File: src/rtl/stft_power_spectrum_db_assert.svh
// Assertion macros for the spectrum block.
`ifndef STFT_POWER_SPECTRUM_DB_ASSERT_SVH
`define STFT_POWER_SPECTRUM_DB_ASSERT_SVH
`ifndef SYNTHESIS
`define SPDB_ASSERT_IMP(lbl, clk, rstn, ante, cons) \
    lbl: assert property (@(posedge clk) disable iff (!rstn) (ante) |-> (cons)) \
        else $error("spdb assertion failed");
`define SPDB_ASSERT_NXT(lbl, clk, rstn, ante, cons) \
    lbl: assert property (@(posedge clk) disable iff (!rstn) (ante) |=> (cons)) \
        else $error("spdb assertion failed");
`else
`define SPDB_ASSERT_IMP(lbl, clk, rstn, ante, cons)
`define SPDB_ASSERT_NXT(lbl, clk, rstn, ante, cons)
`endif
`endif

File: src/rtl/spdb_pkg.sv
package spdb_pkg;

    localparam int FFT_LEN   = 64;
    localparam int LOG_N     = $clog2(FFT_LEN);
    localparam int HALF_BINS = FFT_LEN / 2;
    localparam int STRIDE    = FFT_LEN / 4;
    localparam int STRIDE_W  = $clog2(STRIDE);

    localparam int SAMPLE_W = 16;
    localparam int WIN_W    = 17;
    localparam int WS_W     = SAMPLE_W + WIN_W;
    localparam int TW_W     = 26;
    localparam int PROD_W   = WS_W + TW_W;
    localparam int ACC_W    = 64;
    localparam int MAG_W    = 31;
    localparam int POW_W    = 2 * MAG_W;
    localparam int LEVEL_W  = 17;
    localparam int BIN_W    = 7;
    localparam int FRAME_W  = 32;
    localparam int FRAC_W   = 24;
    localparam int SQR_STEPS = 24;
    localparam int NORM_STEPS = 6;
    localparam int LPROD_W  = 59;

    localparam logic signed [LEVEL_W-1:0] ZERO_LEVEL = -17'sd40073;
    localparam logic signed [LEVEL_W-1:0] LEVEL_MIN  = -17'sd40960;
    localparam logic signed [LEVEL_W-1:0] LEVEL_MAX  = 17'sd12288;
    localparam logic signed [26:0]        KDB_Q16    = 27'sd50504453;
    localparam logic signed [31:0]        L_OFFSET   = 32'sd805306368;

    localparam longint Q30_ONE    = 64'sd1073741824;
    localparam longint HALFPI_Q30 = 64'sd1686629713;
    localparam longint WIN_D      = FFT_LEN - 1;
    localparam longint WIN_DEN    = 64'sd327680000000;
    localparam int     PH_SHIFT   = 32 - LOG_N;

    typedef logic [WIN_W-1:0]        win_tab_t [FFT_LEN];
    typedef logic signed [TW_W-1:0]  cos_tab_t [FFT_LEN];

    typedef struct packed {
        logic                       done;
        logic signed [LEVEL_W-1:0]  level;
    } log_res_t;

    function automatic longint unsigned horner_div(input int n, input longint unsigned p);
        case (n)
            0: return p / 182;
            1: return p / 132;
            2: return p / 90;
            3: return p / 56;
            4: return p / 30;
            5: return p / 12;
            default: return p / 2;
        endcase
    endfunction

    function automatic longint cos_q30(input logic [31:0] phase);
        logic [1:0] quad;
        longint unsigned frac;
        longint unsigned x;
        longint unsigned x2;
        longint unsigned p;
        longint t;
        int n;
        quad = phase[31:30];
        frac = {34'd0, phase[29:0]};
        if (quad[0]) begin
            frac = 64'h40000000 - frac;
        end
        x  = (frac * 64'(HALFPI_Q30) + (64'd1 << 29)) >> 30;
        x2 = (x * x + (64'd1 << 29)) >> 30;
        t  = Q30_ONE;
        for (n = 0; n < 7; n++) begin
            p = (x2 * 64'(t)) >> 30;
            t = Q30_ONE - $signed(horner_div(n, p));
            if (t < 0) begin
                t = 0;
            end
        end
        return (quad == 2'd1 || quad == 2'd2) ? -t : t;
    endfunction

    function automatic logic [31:0] win_phase(input longint a);
        longint r;
        r = a % WIN_D;
        return 32'(((r << 32) + WIN_D / 2) / WIN_D);
    endfunction

    function automatic longint round6(input longint v);
        if (v < 0) begin
            return -((-v + 32) >>> 6);
        end
        return (v + 32) >>> 6;
    endfunction

    function automatic win_tab_t build_win();
        win_tab_t tab;
        longint j;
        longint num;
        int i;
        for (i = 0; i < FFT_LEN; i++) begin
            j = (i < WIN_D - i) ? i : WIN_D - i;
            num = 64'sd3635819 * Q30_ONE
                - 64'sd4891775 * cos_q30(win_phase(j))
                + 64'sd1365995 * cos_q30(win_phase(2 * j))
                - 64'sd106411 * cos_q30(win_phase(3 * j));
            if (num < 0) begin
                tab[i] = '0;
            end else begin
                tab[i] = WIN_W'((num + WIN_DEN / 2) / WIN_DEN);
            end
        end
        return tab;
    endfunction

    function automatic cos_tab_t build_cos();
        cos_tab_t tab;
        int m;
        for (m = 0; m < FFT_LEN; m++) begin
            tab[m] = TW_W'(round6(cos_q30(32'(m) << PH_SHIFT)));
        end
        return tab;
    endfunction

    localparam win_tab_t WIN_TABLE = build_win();
    localparam cos_tab_t COS_TABLE = build_cos();

endpackage

File: src/rtl/spdb_ram.sv
module spdb_ram #(
    parameter int WIDTH = spdb_pkg::WS_W,
    parameter int DEPTH = spdb_pkg::FFT_LEN
) (
    input  logic                     aclk,
    input  logic                     we,
    input  logic [$clog2(DEPTH)-1:0] waddr,
    input  logic [WIDTH-1:0]         wdata,
    input  logic [$clog2(DEPTH)-1:0] raddr,
    output logic [WIDTH-1:0]         rdata
);

    logic [WIDTH-1:0] mem_reg [DEPTH];
    logic [WIDTH-1:0] rdata_reg;

    always_ff @(posedge aclk) begin
        if (we) begin
            mem_reg[waddr] <= wdata;
        end
        rdata_reg <= mem_reg[raddr];
    end

    assign rdata = rdata_reg;

endmodule

File: config.mk
export PLATFORM = sky130hd
export DESIGN_NAME = spdb_ram
export DESIGN_NICKNAME = d
export VERILOG_FILES = /design/src/rtl/stft_power_spectrum_db_assert.svh /design/src/rtl/spdb_pkg.sv /design/src/rtl/spdb_ram.sv
export SDC_FILE = /design/constraint.sdc
export NUM_CORES = 2
export LEC_CHECK = 0
export BUFFER_PORTS_ARGS = -buffer_cell sky130_fd_sc_hd__buf_2
export CORE_MARGIN = 2
export CORE_UTILIZATION = 45
export DETAILED_ROUTE_END_ITERATION = 10
export GPL_ROUTABILITY_DRIVEN = 0
export GPL_TIMING_DRIVEN = 0
export PLACE_DENSITY = 0.6
export SETUP_SLACK_MARGIN = 0.1
export SLEW_MARGIN = 30
export SYNTH_ARGS = -nofsm -noshare
export SYNTH_HDL_FRONTEND = slang
export SYNTH_SLANG_ARGS = --single-unit
File: constraint.sdc
create_clock -name aclk -period 5.7 [get_ports aclk]
set_input_delay 0.285 -clock aclk [delete_from_list [all_inputs] [get_ports aclk]]
set_output_delay 0.285 -clock aclk [all_outputs]
set_load 0.02 [all_outputs]
Yosys cells after proc, flatten, opt, wreduce, memory -nomap -nowiden
Memory sizes are Yosys's and may differ from the RTL's. A register that Yosys moved wholly into a read port is not among the register bits.
Cells that the tools add are included.

operators by class
  mux-type cells = 2

operator list
  operator          number
  1-bit 2-to-1 mux  2

storage, ports and cells
  flip-flop bits (word level) = 0
  bits in writable memories = 2,112
  input bits = 47
  logic and storage cells = 3
  memories = 1

memory list
  memory   words  bits a word  read ports  clocked after memory_dff  write ports  RTL line        text
  mem_reg  64     33           1           1                         1            spdb_ram.sv:13  logic [WIDTH-1:0] mem_reg [DEPTH];

Depth between registers and ports, before layout
  word-level depth = 2
  gate-level depth with buffers = 10
  mapped depth without buffers = 5

Worst setup path before layout
OpenSTA, ideal clock, no wires.

  path type = input to register
  start = input waddr[3]
  end = memory mem_reg[48][0] in the netlist's numbering, enable pin
  setup time = 0.464 ns
  data arrival time = 3.051 ns
  required time = 5.236 ns
  slack = 2.185 ns
  stages = 4
  buffers on the path = 1
  cell sequence = clkbuf_1 -> nor2b_1 -> nand4b_1 -> nor3_1

RTL lines
  item         RTL line        text
  from (decl)  spdb_ram.sv:7   input logic [$clog2(DEPTH)-1:0] waddr,
  to (decl)    spdb_ram.sv:13

No word-level cell before the write port.

==> run_results.csv <==
group,metric,value,unit
run_status,status,"finished, violations left",
run_status,violations,"negative hold slack",
sta,period_needed,3.65,ns
yosys,yosys_most_used_dff,"edfxtp_1",
cells_and_area,largest_reg_flops,2112,
pwr,p_per_area,348,nW/um2
routing,antenna_left,0,
yosys,yosys_warnings,0,
pwr,p_clk_share,42.1,%
routing,drt-pass1-iter-count,8,
global_route,track_usage,26.5,%
pwr,p_sw,7330,uW
sta,clock_skew,0.0695,ns
floorplanning,fp-row-count,155,
yosys,synthDistinctLibCells,46,
critical_path,rr_worst_depth,5,
pwr,irDropWorstVdd,0.000269,V
sta,slew_viol_final,0,
routing,routed_wl,244000,um
yosys,syn_inst,3598,
critical_path,worst_setup_path_start_kind,"input pin",
sta,clock.fmax,0.274,GHz
clock_tree,numCtsBuffers,212,
yosys,syn_area,81200,um2
clock_tree,clk_latency,0.89,ns
floorplanning,fp.dieW,429,um
routing,num_vias,42014,
yosys,synth_top_area_cell,"edfxtp_1",
clock_tree,clk_pin_slew,0.06,ns
critical_path,arrival,4.37,ns
global_route,grt_max_degree,65,
placement,hpwl,163000,um
pwr,combPwrFrac,5.6,%
yosys,synth_top_area_share,78.1,%
cells_and_area,drive_gt1_share,29.0,%
floorplanning,die_area,184000,um2
floorplanning,core,179000,um2
clock_tree,cts_setup_buffers,0,
critical_path,cp-end-kind,"register",
global_route,grt_overflow,0,
sta,rsz0062_at_grt,"false",
critical_path,regToRegEndpoint,"rdata[28]",
sta,finalCritPeriodShare,64.1,%
clock_tree,cts_root_buffer,"clkbuf_16",
clock_tree,ctsHtreeMaxLevel,4,
pwr,power_leakage,0.0301,uW
clock_tree,cts_tree,"yes",
yosys,ys_ff_latch,2145,
yosys,syn_nets,3645,
yosys,ys_seq_area_share,78.9,%
floorplanning,ios,80,
sta,slew_headroom,23.7,%
clock_tree,clockBufferDepth,3,
global_route,antenna_found_initial,26,
cells_and_area,areaGrowthSynthToFinish,18.1,%
pwr,power.total,33400,uW
flow_run,max_cap_violations,0,
clock_tree,clkSinkCount,2145,
sta,hold_viol,14,
routing,drc,0,
floorplanning,initial_utilization,45.4,%
routing,first_iter_violations,6843,
critical_path,crit_type,"input pin to register",
pwr,pwr-share-seq,52.4,%
clock_tree,postCtsHoldBufs,23,
global_route,first_global_vias,41535,
routing,drt-vias-per-instance,6.35,
yosys,async_flop_share,0,%
clock_tree,ctsResizeCount,0,
critical_path,crit_end,"rdata[21]",
critical_path,crit_path_start,"raddr[1]",
critical_path,path_max_fanout,10,
placement,port_buffers,70,
hold_path,hp-class,"input pin to register",
cells_and_area,final_nets,4098,
sta,fin_tns_setup,0,ns
yosys,synth.area.top_cells,"edfxtp_1 78%, mux4_2 13%, mux2i_1 1.2%",
sta,whs,-0.0108,ns
sta,setup_violations,0,
yosys,synth_edf_count,2112,
pwr,p_sw_share,21.9,%
global_route,grt_pass1_wl,335000,um
critical_path,worstPathRequired,6.42,ns
yosys,syn_area_per_cell,22.6,um2
pwr,power.internal,26100,uW
critical_path,r2r_setup_slack,3.41,ns
floorplanning,die_y,429,um
critical_path,r2r_start,"mem_reg[42][28]",
sta,worstMarginPinSlew,1.14,ns
routing,wl_per_cell,36.9,um
[worst max-delay path, stage by stage]
cell      delay [ns]
buf_2           0.21
buf_4           0.33
buf_2           0.45
buf_1           0.76
nand2_1         0.84
o221ai_1        0.75
o22ai_1         0.40
and3_1          0.29
[kinds of logic (layout without fill, tap and decap cells)]
| family | count (synthesis) | after routing | share of synthesized area, % |
|---|---|---|---|
| AOI/OAI and AO/OA | 281 | 281 | 2.61 |
| other | 0 | 27 | 0 |
| DFF | 2145 | 2145 | 78.9 |
| and+or+nand+nor | 378 | 378 | 2.27 |
| muxes | 587 | 587 | 14.7 |
| buffers and inverters | 207 | 842 | 1.47 |
[power by group through the flow]
stage	logic, uW	registers, uW	clock network [uW]
after floorplan	840	17900	0
after global routing	1930	17500	14800
final	1870	17500	14000
after CTS	1850	17500	14200
after global placement	1750	17800	0
after detailed placement	1830	17800	0
[through the flow]
step           util, %  worst slack, ns  cell area (um2)  cells
2_1_floorplan        -             2.18            81200   3598
3_3_place_gp      47.3            -1.36            84500   6023
3_5_place_dp      49.5             1.31            88600   6165
4_1_cts           53.6             2.20            95800   6584
5_1_grt           53.6             2.26            95900   6613
6_report          53.6             2.05            95900   6615
[cells in the final DEF, fill, tap and decap left out, types with 18 or more instances in the layout]
master,synthesis,final
clkbuf_2,0,18
dlygate4sd3_1,0,26
diode_2,0,27
a211oi_1,19,19
buf_6,28,29
buf_4,17,62
nand3_1,86,86
nor2b_1,23,23
nor2_4,0,62
bufinv_16,0,21
nand4_1,41,41
buf_2,58,101
a22oi_1,77,77
dfxtp_1,33,33
clkinv_1,1,41
clkbuf_16,0,215
nand2_1,102,102
clkbuf_1,82,114
mux2i_1,96,96
mux4_2,485,485
clkinv_2,0,39
edfxtp_1,2112,2112
o22ai_1,59,59
and3_1,19,19
o221ai_1,46,46
buf_16,0,113
[Yosys cell counts, drive strengths merged, types with 12 or more instances]
cell       n
edfxtp  2112
mux4     485
buf      122
nand2    102
mux2i     96
nand3     86
clkbuf    82
a22oi     77
nor2      71
o22ai     59
o221ai    46
nand4     41
dfxtp     33
a211oi    29
nor2b     23
and3      19
a21oi     17
o21ai     13
and2      12
[layout make-up]
cell class | count | area, um2
antenna | 27 | 67.6
buffer | 204 | 1210
clock buffer | 275 | 5710
clock inverter | 121 | 1280
fill | 13475 | 82900
inverter | 3 | 11.3
multi-input combinational | 1246 | 16400
sequential | 2145 | 64100
tap | 2355 | 2950
timing repair buffer | 239 | 4200
[how the worst min path moves through the flow]
stage / start / endpoint / slack (ns) / depth (start not counted)
floorplan: wdata[0] / mem_reg[0][0] / 0.38 / 0
global placement: rdata[10] / rdata[10] / 0.70 / 1
detailed placement: rdata[14] / rdata[14] / 0.70 / 1
CTS: wdata[15] / mem_reg[9][15] / 0.0004 / 1
global route: wdata[18] / mem_reg[20][18] / 0.001 / 1
finish: wdata[26] / mem_reg[35][26] / -0.01 / 1
[routing by layer]
layer | track usage (%) | vias up | share of wire (%)
met3 | 6.35 | 490 | 11
met1 | 36.3 | 22512 | 38
met2 | 40.5 | 2665 | 46
met5 | 0 | - | 0.025
met4 | 12.2 | 10 | 5.0
li1 | - | 16337 | -
No activity file was read; power rests on OpenSTA's default activity.
