$ cat config.mk
export PLATFORM = sky130hd
export DESIGN_NAME = spdb_log
export DESIGN_NICKNAME = d
export VERILOG_FILES = /design/src/rtl/stft_power_spectrum_db_assert.svh /design/src/rtl/spdb_pkg.sv /design/src/rtl/spdb_log.sv
export SDC_FILE = /design/constraint.sdc
export NUM_CORES = 2
export LEC_CHECK = 0
export BUFFER_PORTS_ARGS = -buffer_cell sky130_fd_sc_hd__buf_2
export CAP_MARGIN = 10
export CORE_ASPECT_RATIO = 1.5
export CORE_MARGIN = 3
export CORE_UTILIZATION = 40
export DETAILED_ROUTE_END_ITERATION = 7
export SLEW_MARGIN = 20
export SYNTH_ARGS = -nofsm -noshare
export SYNTH_HDL_FRONTEND = slang
export SYNTH_SLANG_ARGS = --single-unit
$ cat constraint.sdc
create_clock -name aclk -period 18 [get_ports aclk]
set_input_delay 0.9 -clock aclk [delete_from_list [all_inputs] [get_ports aclk]]
set_output_delay 0.9 -clock aclk [all_outputs]
set_load 0.1 [all_outputs]
$ cat src/rtl/stft_power_spectrum_db_assert.svh
// Assertion macros for the spectrum block.
`ifndef STFT_POWER_SPECTRUM_DB_ASSERT_SVH
`define STFT_POWER_SPECTRUM_DB_ASSERT_SVH
`ifndef SYNTHESIS
`define SPDB_ASSERT_IMP(lbl, clk, rstn, ante, cons) \
    lbl: assert property (@(posedge clk) disable iff (!rstn) (ante) |-> (cons)) \
        else $error("spdb assertion failed");
`define SPDB_ASSERT_NXT(lbl, clk, rstn, ante, cons) \
    lbl: assert property (@(posedge clk) disable iff (!rstn) (ante) |=> (cons)) \
        else $error("spdb assertion failed");
`else
`define SPDB_ASSERT_IMP(lbl, clk, rstn, ante, cons)
`define SPDB_ASSERT_NXT(lbl, clk, rstn, ante, cons)
`endif
`endif

$ cat src/rtl/spdb_pkg.sv
package spdb_pkg;

    localparam int FFT_LEN   = 64;
    localparam int LOG_N     = $clog2(FFT_LEN);
    localparam int HALF_BINS = FFT_LEN / 2;
    localparam int STRIDE    = FFT_LEN / 4;
    localparam int STRIDE_W  = $clog2(STRIDE);

    localparam int SAMPLE_W = 16;
    localparam int WIN_W    = 17;
    localparam int WS_W     = SAMPLE_W + WIN_W;
    localparam int TW_W     = 26;
    localparam int PROD_W   = WS_W + TW_W;
    localparam int ACC_W    = 64;
    localparam int MAG_W    = 31;
    localparam int POW_W    = 2 * MAG_W;
    localparam int LEVEL_W  = 17;
    localparam int BIN_W    = 7;
    localparam int FRAME_W  = 32;
    localparam int FRAC_W   = 24;
    localparam int SQR_STEPS = 24;
    localparam int NORM_STEPS = 6;
    localparam int LPROD_W  = 59;

    localparam logic signed [LEVEL_W-1:0] ZERO_LEVEL = -17'sd40073;
    localparam logic signed [LEVEL_W-1:0] LEVEL_MIN  = -17'sd40960;
    localparam logic signed [LEVEL_W-1:0] LEVEL_MAX  = 17'sd12288;
    localparam logic signed [26:0]        KDB_Q16    = 27'sd50504453;
    localparam logic signed [31:0]        L_OFFSET   = 32'sd805306368;

    localparam longint Q30_ONE    = 64'sd1073741824;
    localparam longint HALFPI_Q30 = 64'sd1686629713;
    localparam longint WIN_D      = FFT_LEN - 1;
    localparam longint WIN_DEN    = 64'sd327680000000;
    localparam int     PH_SHIFT   = 32 - LOG_N;

    typedef logic [WIN_W-1:0]        win_tab_t [FFT_LEN];
    typedef logic signed [TW_W-1:0]  cos_tab_t [FFT_LEN];

    typedef struct packed {
        logic                       done;
        logic signed [LEVEL_W-1:0]  level;
    } log_res_t;

    function automatic longint unsigned horner_div(input int n, input longint unsigned p);
        case (n)
            0: return p / 182;
            1: return p / 132;
            2: return p / 90;
            3: return p / 56;
            4: return p / 30;
            5: return p / 12;
            default: return p / 2;
        endcase
    endfunction

    function automatic longint cos_q30(input logic [31:0] phase);
        logic [1:0] quad;
        longint unsigned frac;
        longint unsigned x;
        longint unsigned x2;
        longint unsigned p;
        longint t;
        int n;
        quad = phase[31:30];
        frac = {34'd0, phase[29:0]};
        if (quad[0]) begin
            frac = 64'h40000000 - frac;
        end
        x  = (frac * 64'(HALFPI_Q30) + (64'd1 << 29)) >> 30;
        x2 = (x * x + (64'd1 << 29)) >> 30;
        t  = Q30_ONE;
        for (n = 0; n < 7; n++) begin
            p = (x2 * 64'(t)) >> 30;
            t = Q30_ONE - $signed(horner_div(n, p));
            if (t < 0) begin
                t = 0;
            end
        end
        return (quad == 2'd1 || quad == 2'd2) ? -t : t;
    endfunction

    function automatic logic [31:0] win_phase(input longint a);
        longint r;
        r = a % WIN_D;
        return 32'(((r << 32) + WIN_D / 2) / WIN_D);
    endfunction

    function automatic longint round6(input longint v);
        if (v < 0) begin
            return -((-v + 32) >>> 6);
        end
        return (v + 32) >>> 6;
    endfunction

    function automatic win_tab_t build_win();
        win_tab_t tab;
        longint j;
        longint num;
        int i;
        for (i = 0; i < FFT_LEN; i++) begin
            j = (i < WIN_D - i) ? i : WIN_D - i;
            num = 64'sd3635819 * Q30_ONE
                - 64'sd4891775 * cos_q30(win_phase(j))
                + 64'sd1365995 * cos_q30(win_phase(2 * j))
                - 64'sd106411 * cos_q30(win_phase(3 * j));
            if (num < 0) begin
                tab[i] = '0;
            end else begin
                tab[i] = WIN_W'((num + WIN_DEN / 2) / WIN_DEN);
            end
        end
        return tab;
    endfunction

    function automatic cos_tab_t build_cos();
        cos_tab_t tab;
        int m;
        for (m = 0; m < FFT_LEN; m++) begin
            tab[m] = TW_W'(round6(cos_q30(32'(m) << PH_SHIFT)));
        end
        return tab;
    endfunction

    localparam win_tab_t WIN_TABLE = build_win();
    localparam cos_tab_t COS_TABLE = build_cos();

endpackage

$ cat src/rtl/spdb_log.sv
module spdb_log (
    input  logic                          aclk,
    input  logic                          aresetn,
    input  logic                          start,
    input  logic [spdb_pkg::POW_W-1:0]    power,
    output spdb_pkg::log_res_t            res
);

    localparam logic [2:0] L_IDLE = 3'd0;
    localparam logic [2:0] L_NORM = 3'd1;
    localparam logic [2:0] L_SQR  = 3'd2;
    localparam logic [2:0] L_MUL  = 3'd3;
    localparam logic [2:0] L_RND  = 3'd4;

    localparam int LW = spdb_pkg::LEVEL_W;
    localparam int PW = spdb_pkg::LPROD_W;

    logic [2:0]  st_reg, st_next;
    logic [4:0]  step_reg, step_next;
    logic        done_reg, done_next;
    logic [63:0] p_reg, p_next;
    logic [5:0]  e_reg, e_next;
    logic [30:0] m_reg, m_next;
    logic [spdb_pkg::FRAC_W-1:0] frac_reg, frac_next;
    logic signed [PW-1:0] prod_reg, prod_next;
    logic signed [LW-1:0] level_reg, level_next;

    logic        top_zero;
    logic [5:0]  amt;
    logic [63:0] p_shift;
    logic [61:0] sq;
    logic [31:0] sq_hi;
    logic signed [31:0] lval;
    logic signed [PW-1:0] lval_x;
    logic signed [PW-1:0] kdb_x;
    logic [PW-1:0] rnd_mag;
    logic signed [19:0] lv;

    always_comb begin
        case (step_reg)
            5'd0: begin top_zero = (p_reg[63:32] == '0); amt = 6'd32; end
            5'd1: begin top_zero = (p_reg[63:48] == '0); amt = 6'd16; end
            5'd2: begin top_zero = (p_reg[63:56] == '0); amt = 6'd8;  end
            5'd3: begin top_zero = (p_reg[63:60] == '0); amt = 6'd4;  end
            5'd4: begin top_zero = (p_reg[63:62] == '0); amt = 6'd2;  end
            5'd5: begin top_zero = !p_reg[63];            amt = 6'd1;  end
            default: begin top_zero = 1'b0; amt = 6'd0; end
        endcase
    end

    assign p_shift = top_zero ? (p_reg << amt) : p_reg;
    assign sq      = 62'(m_reg) * 62'(m_reg);
    assign sq_hi   = sq[61:30];
    assign lval    = $signed({2'b00, e_reg, frac_reg}) - spdb_pkg::L_OFFSET;
    assign lval_x  = PW'(lval);
    assign kdb_x   = PW'(spdb_pkg::KDB_Q16);
    assign rnd_mag = prod_reg[PW-1]
                   ? ((PW'(-prod_reg) + (PW'(1) << 39)) >> 40)
                   : ((PW'(prod_reg) + (PW'(1) << 39)) >> 40);
    assign lv      = prod_reg[PW-1] ? -$signed(20'(rnd_mag)) : $signed(20'(rnd_mag));

    always_comb begin
        st_next    = st_reg;
        step_next  = step_reg;
        done_next  = 1'b0;
        p_next     = p_reg;
        e_next     = e_reg;
        m_next     = m_reg;
        frac_next  = frac_reg;
        prod_next  = prod_reg;
        level_next = level_reg;
        case (st_reg)
            L_IDLE: begin
                if (start) begin
                    if (power == '0) begin
                        level_next = spdb_pkg::ZERO_LEVEL;
                        done_next  = 1'b1;
                    end else begin
                        p_next    = 64'(power);
                        e_next    = 6'd63;
                        step_next = '0;
                        st_next   = L_NORM;
                    end
                end
            end
            L_NORM: begin
                p_next = p_shift;
                if (top_zero) begin
                    e_next = e_reg - amt;
                end
                step_next = step_reg + 5'd1;
                if (step_reg == 5'(spdb_pkg::NORM_STEPS - 1)) begin
                    m_next    = p_shift[63:33];
                    frac_next = '0;
                    step_next = '0;
                    st_next   = L_SQR;
                end
            end
            L_SQR: begin
                if (sq_hi[31]) begin
                    m_next    = sq_hi[31:1];
                    frac_next = {frac_reg[spdb_pkg::FRAC_W-2:0], 1'b1};
                end else begin
                    m_next    = sq_hi[30:0];
                    frac_next = {frac_reg[spdb_pkg::FRAC_W-2:0], 1'b0};
                end
                step_next = step_reg + 5'd1;
                if (step_reg == 5'(spdb_pkg::SQR_STEPS - 1)) begin
                    st_next = L_MUL;
                end
            end
            L_MUL: begin
                prod_next = lval_x * kdb_x;
                st_next   = L_RND;
            end
            L_RND: begin
                if (lv < 20'(spdb_pkg::LEVEL_MIN)) begin
                    level_next = spdb_pkg::LEVEL_MIN;
                end else if (lv > 20'(spdb_pkg::LEVEL_MAX)) begin
                    level_next = spdb_pkg::LEVEL_MAX;
                end else begin
                    level_next = LW'(lv);
                end
                done_next = 1'b1;
                st_next   = L_IDLE;
            end
            default: begin
                st_next = L_IDLE;
            end
        endcase
    end

    always_ff @(posedge aclk) begin
        if (!aresetn) begin
            st_reg   <= L_IDLE;
            step_reg <= '0;
            done_reg <= 1'b0;
        end else begin
            st_reg   <= st_next;
            step_reg <= step_next;
            done_reg <= done_next;
        end
    end

    always_ff @(posedge aclk) begin
        p_reg     <= p_next;
        e_reg     <= e_next;
        m_reg     <= m_next;
        frac_reg  <= frac_next;
        prod_reg  <= prod_next;
        level_reg <= level_next;
    end

    assign res.done  = done_reg;
    assign res.level = level_reg;

endmodule

* Word-level counts from Yosys, hierarchy flattened
Cells that the tools add are included.
** Word-level totals
- Bits in registers :: 210
- Output and inout port bits :: 18
- Word-level logic and storage cells :: 92
- Input bits :: 65
** Operators by class
- Multiply operators :: 2
- $lt $le $gt $ge :: 2
- Eq/ne operators :: 16
- Shift-type cells :: 1
- Multiplexer cells :: 35
- Reduce and logical (&&, ||, !) cells :: 19
- $add $sub $neg :: 7
** Operators by type and width (count)
- $mux 64 :: 3
- $pmux 64 s2 :: 1
- $add 59x41->59 const B :: 2
- $mux 17 :: 4
- $shl 64x6->64 :: 1
- $logic_not 62->1 :: 1
- $mul 31x31->62 :: 1
- $mux 31 :: 2
- $pmux 31 s2 :: 1
- $neg 59->59 :: 1
- $mul 31x27->58 const B :: 1
- $pmux 24 s2 :: 1
- $pmux 6 s6 :: 1
- $pmux 17 s2 :: 1
- $logic_not 32->1 :: 1
- $sub 30x30->31 const B :: 1
- $mux 24 :: 1
- $gt 20x15->1 const B :: 1
- $lt 20x17->1 const B :: 1
- $mux 20 :: 1
- $neg 19->20 :: 1
- $mux 19 :: 1
- $mux 6 :: 3
- $logic_not 16->1 :: 1
- other kinds (29) :: 49

* Depth between registers and ports, before layout
- Depth in word-level cells :: 9
- Gate-level depth with buffers :: 31
- Depth with buffers taken out :: 28

* Worst setup path before layout
OpenSTA, ideal clock, no wires.
- Path kind :: reg2reg
- Start :: register m_reg[16]
- End :: register m_reg[11] (data pin)
- Setup time :: 0.279 ns
- Period minus slack after synthesis :: 8.407 ns
- Slack :: 9.593 ns
- Data required time :: 17.721 ns
- Data arrival time :: 8.128 ns
- Cell stages (with the launch flop) :: 29
- Path buffers :: 4
- Cells stage by stage :: edfxtp_1 clkbuf_1 clkbuf_1 nand2_1 fa_1 inv_1 fa_1 inv_1 fa_1 fa_1 inv_1 fa_1 fa_1 fa_1 fa_1 ha_1 clkbuf_1 nand3_1 nor3_1 nand2_1 a211oi_1 o211ai_1 a21oi_1 o21ai_0 o21ai_0 xor2_1 clkbuf_1 mux2i_1 mux2i_1
** Between the ends
- Word-level cells in the longest chain between the ends :: 3
** Ends and longest elaborated chain
- from (decl) :: RTL line spdb_log.sv:23 : logic [30:0] m_reg, m_next;
- from (signal assigned) :: RTL line spdb_log.sv:148 : m_reg <= m_next;
- $mul 31x31->62 :: RTL line spdb_log.sv:52 : assign sq = 62'(m_reg) * 62'(m_reg);
- $mux 31 :: RTL line spdb_log.sv:100 : if (sq_hi[31]) begin
- $pmux 31 s2 :: RTL line spdb_log.sv:72 : case (st_reg)
- net m_next[11] :: RTL line spdb_log.sv:23
The timed path passes the listed nets, and every way through them passes these cells.
A chain may end at the register's enable or synchronous reset.

* Worst setup path after layout
- Start :: register m_reg[6]
- End :: register m_reg[19] (data pin)
The elaborated chain is that of the path after synthesis.

==> summary.txt <==
Worst setup path
  – Crit. End Element: register
  – Worst path max stage delay: 670 ps
  – Most used cell, CP: fa_1
  – Critical Path AT: 10,100 ps
  – Worst Path Required: 18,290 ps
  – Startpoint class of the critical path: register
  – Worst-path maximum fanout: 29
  – CP Class: register to register
  – Slowest CP cell: a211oi_2

STA
  – Skew final: 22.6 ps
  – Fin crit period: 9810 ps
  – F_max: 0.102 GHz
  – Slew Viols, Final: 0
  – Final period util: 0.545
  – Final setup violating endpoints: 0
  – RSZ-0062 raised after global routing: no
  – Max-slew headroom: 0.208
  – Hold Vio Cnt, Final: 0
  – Final worst slack: 8190 ps
  – Setup TNS: 0 ps
  – Slew @ Worst Pin: 1180 ps

Power
  – Power Density: 42.2 mW/mm2
  – Switching part of the total: 0.400
  – Int Pwr: 0.00141 W
  – Maximum vdd ir drop: 76.0 uV
  – Combinational Power Share: 0.498
  – Clk network pwr share: 0.232
  – Flop pwr share: 0.270
  – P_leak: 28.5 nW
  – Psw: 0.000941 W

Global routing
  – Vias in the first global route: 42.0k
  – Largest net degree at the start of global routing: 66
  – Initial antenna violation count: 4
  – GR Overflow Total: 0
  – Total GRT Usage: 0.224
  – First-pass GRT wire length: 236 mm

Clock network
  – Total CTS buffers: 25
  – Clock transition at path regs: 60 ps
  – CTS sink cnt: 209
  – Clk Latency, worst-skew pair: 590 ps
  – Post-CTS sizing: 0
  – Hold buffers post-CTS: 0
  – CTS tree: yes
  – H-tree depth: 1
  – CTS Buffer Depth: 3
  – Post-CTS Setup Bufs: 0
  – Root buffer cell: clkbuf_16

Floorplanning
  – Chip width: 302 um
  – Die Ht: 451 um
  – IO Pins: 83
  – Rows: 162
  – Core area: 0.130 mm2
  – Starting Density: 0.405
  – Die area: 0.136 mm2

Detailed routing
  – Iteration-0 DRC Markers: 1,981
  – DRT antenna net count: 0
  – DR pass1 iterations: 7
  – DRT Wirelength: 149 mm
  – Via density: 5.26
  – Per-cell routed wire length: 20.6 um
  – DR vias: 38.1k
  – Drt drc: 0

Logic synthesis
  – Mapped Area: 0.0527 mm2
  – Avg Synthesized Cell Area: 9.51 um2
  – Async set-reset flop share out of synthesis: 0
  – Mapped Nets: 7,158
  – Synth top area cells: fa_1 36%, ha_1 14%, edfxtp_1 11%, inv_1 9.8%, mux2i_1 5.4%
  – Mapped Cells: 5,543
  – Seq cells post-synth: 209
  – Synth unique cells: 96
  – Synth Flop Type: edfxtp_1
  – Most common cell in the netlist: inv_1
  – Seq/Total Area, Yosys: 0.117
  – Yosys top cell area share: 0.362
  – Synth cell count leaders: 1,376 x inv_1, 953 x fa_1, 597 x ha_1
  – EDFF count, synth: 200
  – Yosys top cell by area: fa_1
  – YS warnings: 0

Cells and area
  – Max reg flops: 64
  – Multi-input gate area: 0.0406 mm2
  – NumNets Final: 7,119
  – Share of layout cells above drive strength 1: 0.0456
  – Number of fillers in the final layout: 12.7k
  – Register area: 0.00619 mm2
  – Area Overhead vs Synth: 5.90%

Placement
  – Setup WS pre-CTS: 8210 ps
  – Buffers on Ports: 82
  – Gp weighted congestion: 0.948
  – DP Wirelength: 124 mm

Run status
  – Run status: complete, no violations

Run
  – Max cap viols: 0

Hold path
  – Worst Hold Class: register to register
critical path, delay by kind of cell (launching register included):
kind | cells | cell delay [ps]
DFF | 1 | 320
AOI/OAI and AO/OA | 5 | 1740
muxes | 2 | 380
adders and majority gates | 9 | 4250
xor gates and xnor gates | 1 | 350
and+or+nand+nor | 4 | 1010
buffers and inverters | 7 | 1420
logic make-up after synthesis:
logic type | share of synthesized area
mux | 0.0559
simple gates | 0.104
buf+inv | 0.115
compound gates | 0.0783
flops | 0.117
fa+ha+maj | 0.504
xor+xnor | 0.0257
power by group through the flow:
stage	logic (W)	registers, W	clock network (W)
after CTS	0.00117	0.000635	0.000562
after global placement	0.00115	0.000646	0
final	0.00117	0.000637	0.000546
after detailed placement	0.00117	0.000646	0
after global routing	0.00131	0.000638	0.000576
after floorplan	0.000879	0.000636	0
metal layers:
metal  GRT usage  vias up  share of wire
li1            -    17442              -
met1       0.254    19465           0.37
met2       0.428      887           0.54
met3      0.0160      320          0.032
met4      0.0942        0          0.051
met5           0        -              0
layout make-up:
| type | instances | share of cell area |
|---|---|---|
| tap | 1722 | 0.0386 |
| sequential | 209 | 0.111 |
| inverter | 1379 | 0.0927 |
| clock inverter | 15 | 0.00359 |
| antenna | 1 | 0.0000448 |
| timing repair buffer | 145 | 0.0158 |
| multi-input combinational | 3744 | 0.727 |
| clock buffer | 30 | 0.0117 |
through the flow:
step / std cells / instance area (um2) / util / total power (W) / hold slack (ps)
2_1_floorplan: 5543 / 52700 / - / 0.00151 / 532
3_3_place_gp: 7199 / 55000 / 0.422 / 0.00180 / 566
3_5_place_dp: 7199 / 55000 / 0.422 / 0.00181 / 575
4_1_cts: 7244 / 55800 / 0.428 / 0.00237 / 587
5_1_grt: 7244 / 55800 / 0.428 / 0.00253 / 627
6_report: 7245 / 55800 / 0.428 / 0.00236 / 583
worst paths after layout:
| kind | cells after the start | slack, ps | from | endpoint |
|---|---|---|---|---|
| worst max-delay path | 28 | 8190 | m_reg[6]$_DFFE_PP_ | m_reg[19]$_DFFE_PP_ |
| worst min-delay path | 2 | 580 | step_reg[1]$_SDFFE_PN0P_ | step_reg[1]$_SDFFE_PN0P_ |
| worst min register to register | 2 | 580 | step_reg[1]$_SDFFE_PN0P_ | step_reg[1]$_SDFFE_PN0P_ |
| worst max register to register | 28 | 8190 | m_reg[6]$_DFFE_PP_ | m_reg[19]$_DFFE_PP_ |
layout by cell type, fill, tap and decap left out, drive strengths merged, types with 30 or more instances in the layout:
cell | Yosys | routed
inv | 1377 | 1379
fa | 953 | 953
ha | 597 | 597
nand2 | 440 | 440
mux2i | 283 | 283
and2 | 207 | 207
edfxtp | 200 | 200
a21oi | 178 | 178
nor2 | 158 | 158
buf | 44 | 145
o21ai | 119 | 119
xnor2 | 99 | 99
a21o | 77 | 77
a211oi | 57 | 57
xor2 | 55 | 55
nand3 | 49 | 49
nor3 | 45 | 45
and3 | 44 | 44
nor4 | 37 | 37
clkbuf | 166 | 30
No activity file was read; power rests on OpenSTA's default activity.
